<file path="src/design/skvt_pkg.sv">
`default_nettype none
// ----------------------------------------------------------------------------
// Sorted key/value table package
// Word types, command codes and cell control shared by the table and its cells.
// ----------------------------------------------------------------------------
package skvt_pkg;

    localparam int CAPACITY_DEF     = 64;
    localparam int KEY_BITS         = 16;
    localparam int VALUE_BITS       = 32;
    localparam int ENTRY_TOTAL_BITS = 7;

    typedef enum logic [1:0] {
        CMD_PUT    = 2'd0,
        CMD_FIND   = 2'd1,
        CMD_REMOVE = 2'd2,
        CMD_CLEAR  = 2'd3
    } t_command;

    typedef struct packed {
        t_command                command;
        logic [KEY_BITS-1:0]     key;
        logic [VALUE_BITS-1:0]   new_value;
    } t_cmd_word;

    typedef struct packed {
        logic                        found;
        logic                        unchanged;
        logic [VALUE_BITS-1:0]       read_value;
        logic                        table_full;
        logic [ENTRY_TOTAL_BITS-1:0] entry_total;
    } t_result_word;

    typedef enum logic [2:0] {
        OP_HOLD,
        OP_LOOK,
        OP_SCAN,
        OP_UPDATE,
        OP_INSERT,
        OP_REMOVE,
        OP_CLEAR
    } t_cell_op;

    typedef struct packed {
        t_cell_op              op;
        logic [KEY_BITS-1:0]   key;
        logic [VALUE_BITS-1:0] value;
    } t_cell_ctrl;

    typedef struct packed {
        logic                  valid;
        logic [KEY_BITS-1:0]   key;
        logic [VALUE_BITS-1:0] value;
    } t_cell_data;

    typedef struct packed {
        logic                  hit;
        logic [VALUE_BITS-1:0] value;
    } t_scan;

endpackage
`default_nettype wire

</file>
<file path="src/design/skvt_cell.sv">
`default_nettype none
// ----------------------------------------------------------------------------
// Sorted key/value table cell
// Holds one entry, compares it with the command key and trades entries with
// its neighbors on insert and remove; passes the hit wave to the right.
// ----------------------------------------------------------------------------
module skvt_cell (
    input  wire                 i_clk,
    input  wire                 i_rst_n,
    input  skvt_pkg::t_cell_ctrl i_ctrl,
    input  skvt_pkg::t_cell_data i_left_data,
    input  wire                 i_left_gt,
    input  skvt_pkg::t_scan      i_left_scan,
    input  skvt_pkg::t_cell_data i_right_data,
    output skvt_pkg::t_cell_data o_data,
    output logic                o_gt,
    output skvt_pkg::t_scan      o_scan
);

    skvt_pkg::t_cell_data r_data;
    logic                 r_eq;
    logic                 r_gt;
    skvt_pkg::t_scan      r_scan;

    always_ff @(posedge i_clk) begin
        unique case (i_ctrl.op)
            skvt_pkg::OP_LOOK: begin
                r_eq   <= r_data.valid && (r_data.key == i_ctrl.key);
                r_gt   <= r_data.valid && (r_data.key > i_ctrl.key);
                r_scan <= '0;
            end
            skvt_pkg::OP_SCAN: begin
                r_scan.hit   <= i_left_scan.hit | r_eq;
                r_scan.value <= r_eq ? r_data.value : i_left_scan.value;
            end
            skvt_pkg::OP_UPDATE: begin
                if (r_eq) begin
                    r_data.value <= i_ctrl.value;
                end
            end
            skvt_pkg::OP_INSERT: begin
                if (i_left_gt) begin
                    r_data <= i_left_data;
                end else if (r_gt || (!r_data.valid && i_left_data.valid)) begin
                    r_data <= '{valid: 1'b1, key: i_ctrl.key, value: i_ctrl.value};
                end
            end
            skvt_pkg::OP_REMOVE: begin
                if (r_data.valid && (r_eq || r_gt)) begin
                    r_data <= i_right_data;
                end
            end
            skvt_pkg::OP_CLEAR: begin
                r_data.valid <= 1'b0;
            end
            default: begin
            end
        endcase
        if (!i_rst_n) begin
            r_data.valid <= 1'b0;
        end
    end

    assign o_data = r_data;
    assign o_gt   = r_gt;
    assign o_scan = r_scan;

endmodule
`default_nettype wire

</file>
<file path="config.mk">
export PLATFORM = sky130hd
export DESIGN_NAME = skvt_cell
export DESIGN_NICKNAME = d
export VERILOG_FILES = /design/src/design/skvt_pkg.sv /design/src/design/skvt_cell.sv
export SDC_FILE = /design/constraint.sdc
export NUM_CORES = 1
export LEC_CHECK = 0
export ABC_AREA = 1
export BUFFER_PORTS_ARGS = -buffer_cell sky130_fd_sc_hd__buf_4
export CORE_UTILIZATION = 40
export DETAILED_ROUTE_END_ITERATION = 10
export GPL_TIMING_DRIVEN = 0
export PLACE_DENSITY = 0.83
export SLEW_MARGIN = 25
export SYNTH_ARGS = -nofsm -noshare
export SYNTH_HDL_FRONTEND = slang
export SYNTH_SLANG_ARGS = --single-unit
</file>
<file path="constraint.sdc">
create_clock -name i_clk -period 6.35 [get_ports i_clk]
set_clock_uncertainty 0.2 [all_clocks]
set_input_delay 1.905 -clock i_clk [delete_from_list [all_inputs] [get_ports i_clk]]
set_output_delay 1.905 -clock i_clk [all_outputs]
set_load 0.01 [all_outputs]
</file>
Word-level counts from Yosys, hierarchy flattened
Index checks and enable logic that the tools add are counted.

storage, ports and cells
  register bits = 84
  output and inout port bits = 83
  logic and storage cells = 42

cells by class
  equality and inequality tests = 10
  multiplexer cells = 9
  bitwise logic cells = 1
  magnitude comparators = 1
  reductions and logical operators = 14

operators by type and width
  cell                                            number
  two-way mux 49 bit                              3
  one-hot mux 32 bit (3 select lines)             1
  one-hot mux 33 bit (2 select lines)             1
  two-way mux 32 bit                              2
  one-hot mux 16 bit (2 select lines)             1
  == test 16 bit                                  1
  > comparator 16 bit                             1
  == test 3 bit (second input constant)           3
  == test 3 x 2 -> 1 bit (second input constant)  2
  AND reduction 3 bit                             2
  nonzero test 3 bit                              2
  logical AND 1 bit                               4
  != test 2 bit (second input constant)           2
  AND reduction 4 bit                             1
  nonzero test 2 bit                              2
  == test 3 x 1 -> 1 bit (second input constant)  1
  != test 3 bit (second input constant)           1
  one-hot mux 1 bit (3 select lines)              1
  logical OR 1 bit                                2
  zero test 1 bit                                 1
  bitwise OR 1 bit                                1

Longest topological paths before layout
  depth in word-level cells = 6
  depth in mapped cells = 11

Least setup slack after synthesis
No wires, ideal clock.

  path kind = input -> register
  start point = input i_ctrl[49] (netlist name)
  end point = register r_scan (netlist bit o_scan[0]), enable pin
  required time = 5.681 ns
  data arrival time = 4.378 ns
  setup slack = 1.303 ns
  buffers on the path = 0
  stages on the path = 3
  path through = inv_2 nand2_1 o21ai_0

between the ends
  word-level cells in the longest chain between the ends = 2
  elaborated cells on any way between the ends = 3
  classes of those cells = eq/ne: 2; reduce/logical: 1

RTL lines
  item                                                              RTL line         source
  start, declared                                                   skvt_cell.sv:10  input skvt_pkg::t_cell_ctrl i_ctrl,
  == test 3 x 2 -> 1 bit or == test 3 x 1 -> 1 bit (tied branches)  skvt_cell.sv:26  unique case (i_ctrl.op)
  nonzero test 2 bit (no source line) (*)                           -
  end, declared                                                     skvt_cell.sv:23  skvt_pkg::t_scan r_scan;

Mark *: on every way between the ends. The rest lies on a longest branch, timed or not.
A chain may end at the register's enable or synchronous reset.

Worst setup path after layout
  start point = input i_ctrl[49] (netlist name)
  end point = register r_data (netlist bit o_data[3]), enable pin

between the ends
  word-level cells in the longest chain between the ends = 3
  elaborated cells on any way between the ends = 8
  classes of those cells = eq/ne: 6; reduce/logical: 2

RTL lines
  item                                                          RTL line         source
  == test 3 bit or == test 3 x 2 -> 1 bit (tied branches)       skvt_cell.sv:26
  != test 3 bit (no source line), or another cell as far along  -
  AND reduction 4 bit (no source line) (*)                      -
  end signal, assigned                                          skvt_cell.sv:43  r_data <= i_left_data;
  end signal, assigned                                          skvt_cell.sv:45  r_data <= '{valid: 1'b1, key: i_ctrl.key, value: i_ctrl.value};
  end signal, assigned                                          skvt_cell.sv:50  r_data <= i_right_data;
  end, declared                                                 skvt_cell.sv:20  skvt_pkg::t_cell_data r_data;

Marks and branches as above.

==> impl_summary.txt <==
----------------------------------------------------
[Status]
  Status ... completed

[Yosys]
  Netlist cell types ... 22
  Number of warnings printed during yosys synthesis ... 0
  Xor and xnor fraction of the mapped netlist area ... 0%
  Synthesized Nets ... 729
  Share of synthesized area spent on multiplexers ... 0%
  Syn Std Cell Area ... around 4600 um^2
  Adder-Cell Fraction of Synth Area ... 4.362%
  Gate count of the mapped netlist ... 528
  Synthesized-area fraction occupied by ao, oa, aoi and oai cells ... 9.215%
  Flop and latch count out of synthesis ... 84
  Synthesized area divided by synthesized cell count ... 8.692 um^2
  Seq/Total Area, Yosys ... 54.74%
  Area share of and/or/nand/nor cells after synthesis ... 26.58%
  Dominant combinational cell family by area after synthesis ... simple AND/OR/NAND/NOR gates

[Clock tree]
  Clock-pin slew reported for the worst setup and hold paths after clock tree synthesis ... roughly 0.06 ns
  Count of buffers added by post-CTS timing repair for setup ... 0
  Clock Sink Count ... 84
  Num CTS Buffers ... 9
  Skew-Pair Late Insertion Delay ... 0.34 ns
  Number of buffers inserted for hold repair after clock tree synthesis ... 0
  Clock tree from TritonCTS ... yes
  Number of resized instances in the post-cts repair step ... 0
  Deepest level of the CTS H-tree ... 3
  Maximum clock path buffer count ... 2
  Cell chosen for the clock root ... sky130_fd_sc_hd__clkbuf_16

[Global route]
  Pin count of the biggest net entering global routing ... 23
  Vias in the first global route ... 4712
  Antenna violations before repair ... 0
  Aggregate global routing overflow ... 0
  Wire length of the first global-routing pass ... about 25000 um
  GRT Util Overall ... 28.27%

[Critical path]
  Critical path class ... in2reg
  Instance count on the critical path ... 6
  Arrival time of the worst setup path ... 3.54 ns
  Total buffers and inverters traversed by the critical path ... 4
  Critical Path Start Type ... primary input
  CP Cell Sequence ... buf_4 > inv_2 > nand2_2 > buf_1 > a21oi_4 > buf_16
  Longest individual stage delay on the worst path ... 0.68 ns
  Req. time, crit path ... 6.20 ns
  Slowest-stage cell, CP ... sky130_fd_sc_hd__a21oi_4
  Capturing element type of the critical path ... flip-flop
  Number of cell instances on the worst register-to-register path ... 6
  Maximum fanout encountered on the critical timing path ... 17
  Gate family responsible for the most delay along the worst path ... buffers and inverters

[Routing]
  DR WL/cell ... 17.86 um
  Routed via count divided by cell count ... 5.224
  Detailed-route via count ... about 5000
  # DRC ... 0
  Final wirelength ... 17020 um
  Detailed-routing iteration count for the pre-antenna-repair pass ... 7
  ANT nets after route ... 0
  DR iter-0 viols ... 370

[Floorplan]
  Y dimension of the die ... 109.1 um
  Die ar. ... roughly 12000 um^2
  Std-Cell Rows ... 38
  IO Count ... 268
  Core area ... ~11000 um^2
  Die Width ... 109.1 um
  Starting density of the core ... about two fifths

[STA]
  Setup repair after global routing missed its margin ... no
  Worst hold slack across all endpoints ... approximately 0.42 ns
  Sum of negative setup slack ... 0 ns
  PnR worst setup slack ... 2.661 ns
  Slew margin rel. ... 42.50%
  Share of the clock period used by the worst path ... about three fifths
  Measured slew at the worst slew-check pin ... between 0.8 and 0.9 ns
  Total count of max-transition violations in the final report ... 0
  F_max ... 0.2711 GHz
  Final-report hold violation count ... 0
  Final critical path time including I/O delays and setup ... about 3.7 ns
  Number of setup violations in the final report ... 0

[Placed design]
  Gp weighted congestion ... about 0.83
  Post-place instance area ... 6849 um^2
  Dpl hpwl ... 13340 um
  Port-buffer cells ... 267
  # placed instances ... 937
  Worst setup slack after placement ... 2.290 ns

[Final layout]
  Final instance count without filler cells ... ~950
  Antenna fix cells ... 0
  Count of filler cells inserted in the layout ... 973
  Area of all placed cells without fillers ... around 7200 um^2
  Proportion of layout cells with a drive suffix above 1 ... 37.39%
  Storage element area ... ~2500 um^2
  Layout Nets ... just over 1000
  Post-layout utilization of the core ... between 60% and 70%
  Area grow syn2layout ... 55.92%
  Multi-input gate area ... 1868 um^2

[Worst hold path]
  Worst hold path cell count ... 2
  Class of the tightest hold or removal check ... reg2reg

[Pwr]
  Lkg Pwr ... 3.259 nW
  Max rail drop VDD ... 0.1553 mV
  Power density cells ... 209.8 nW/um^2
  Total power ... 1.502 mW

[Flow run]
  Reported max-cap violation count ... 0

----------------------------------------------------
## registers in the layout (all words and copies together) (netlist names)
register and flops:
o_gt 1, o_data 49, r_eq 1, o_scan 33
## power breakdown
part	internal (mW)	switching [mW]	leakage (nW)
logic	0.150	0.142	2.32
registers	0.651	0.0161	0.795
clock network	0.311	0.233	0.147
## kinds of logic after synthesis
group / count (synthesis)
buffers and inverters: 59
AND/OR/NAND/NOR: 289
flip-flops: 84
AO/OA/AOI/OAI: 80
adder cells (fa/ha/maj): 16
## layer usage
metal / GRT usage, % / wire [um] / up-vias
li1: - / - / 2392
met1: 33.31 / 6437 / 2310
met2: 49.42 / 8646 / 233
met3: 5.499 / 1351 / 43
met4: 13.03 / 587 / 0
met5: 0 / 0 / -
## tightest hold or removal path: stages (launching register included)
cell and delay (ns):
sky130_fd_sc_hd__dfxtp_1 0.35, sky130_fd_sc_hd__nand2_1 0.08, sky130_fd_sc_hd__a21oi_1 0.03
## cells in the mapped netlist
cell,instances,area (um^2)
sky130_fd_sc_hd__nand3_1,52,260.3
sky130_fd_sc_hd__nor2b_1,1,6.260
sky130_fd_sc_hd__nor2_1,29,108.9
sky130_fd_sc_hd__o21ai_0,19,95.09
sky130_fd_sc_hd__a21oi_1,43,215.2
sky130_fd_sc_hd__a21o_1,1,7.510
sky130_fd_sc_hd__clkinv_1,1,3.750
sky130_fd_sc_hd__nand2_1,186,698.2
sky130_fd_sc_hd__inv_2,3,11.26
sky130_fd_sc_hd__buf_1,3,11.26
sky130_fd_sc_hd__inv_1,24,90.09
sky130_fd_sc_hd__ha_1,16,200.2
sky130_fd_sc_hd__nor3_4,1,16.27
sky130_fd_sc_hd__edfxtp_1,83,2492
sky130_fd_sc_hd__buf_2,10,50.05
sky130_fd_sc_hd__nand4_1,18,112.6
sky130_fd_sc_hd__clkbuf_1,18,67.56
sky130_fd_sc_hd__nor2_4,1,11.26
sky130_fd_sc_hd__nand2_2,1,6.260
sky130_fd_sc_hd__dfxtp_1,1,20.02
sky130_fd_sc_hd__a31oi_1,16,100.1
sky130_fd_sc_hd__o21ai_1,1,5.000
## cell usage in the layout (no fill, tap or decap), drive strengths merged
master	n
a21oi	43
clkbuf	27
edfxtp	83
nand3	52
dfxtp	1
o21ai	20
clkinvlp	1
nand4	18
nor2b	1
clkinv	3
nor3	1
buf	282
a31oi	16
bufinv	1
a21o	1
inv	30
ha	16
nor2	30
nand2	187
## worst paths after layout
check / startpoint / slack, ns / end
setup / recovery: i_ctrl[49] / 2.66 / o_data[3]$_DFFE_PP_
hold / removal: o_data[48]$_SDFFE_PN0P_ / 0.42 / o_gt$_DFFE_PP_
setup reg to reg: r_eq$_DFFE_PP_ / 3.92 / o_data[3]$_DFFE_PP_
hold reg to reg: o_data[48]$_SDFFE_PN0P_ / 0.42 / o_gt$_DFFE_PP_
## area by class of cell
cell class                 instances  share of cell area, %
clock buffer                       9                  3.147
inverter                          28                  1.469
buffer                            31                  1.801
timing repair buffer             269                  28.78
tap                              140                  2.448
sequential                        84                  35.11
clock inverter                     7                  1.137
multi-input combinational        385                  26.11
Note: power is estimated with default switching activity, not from simulation.
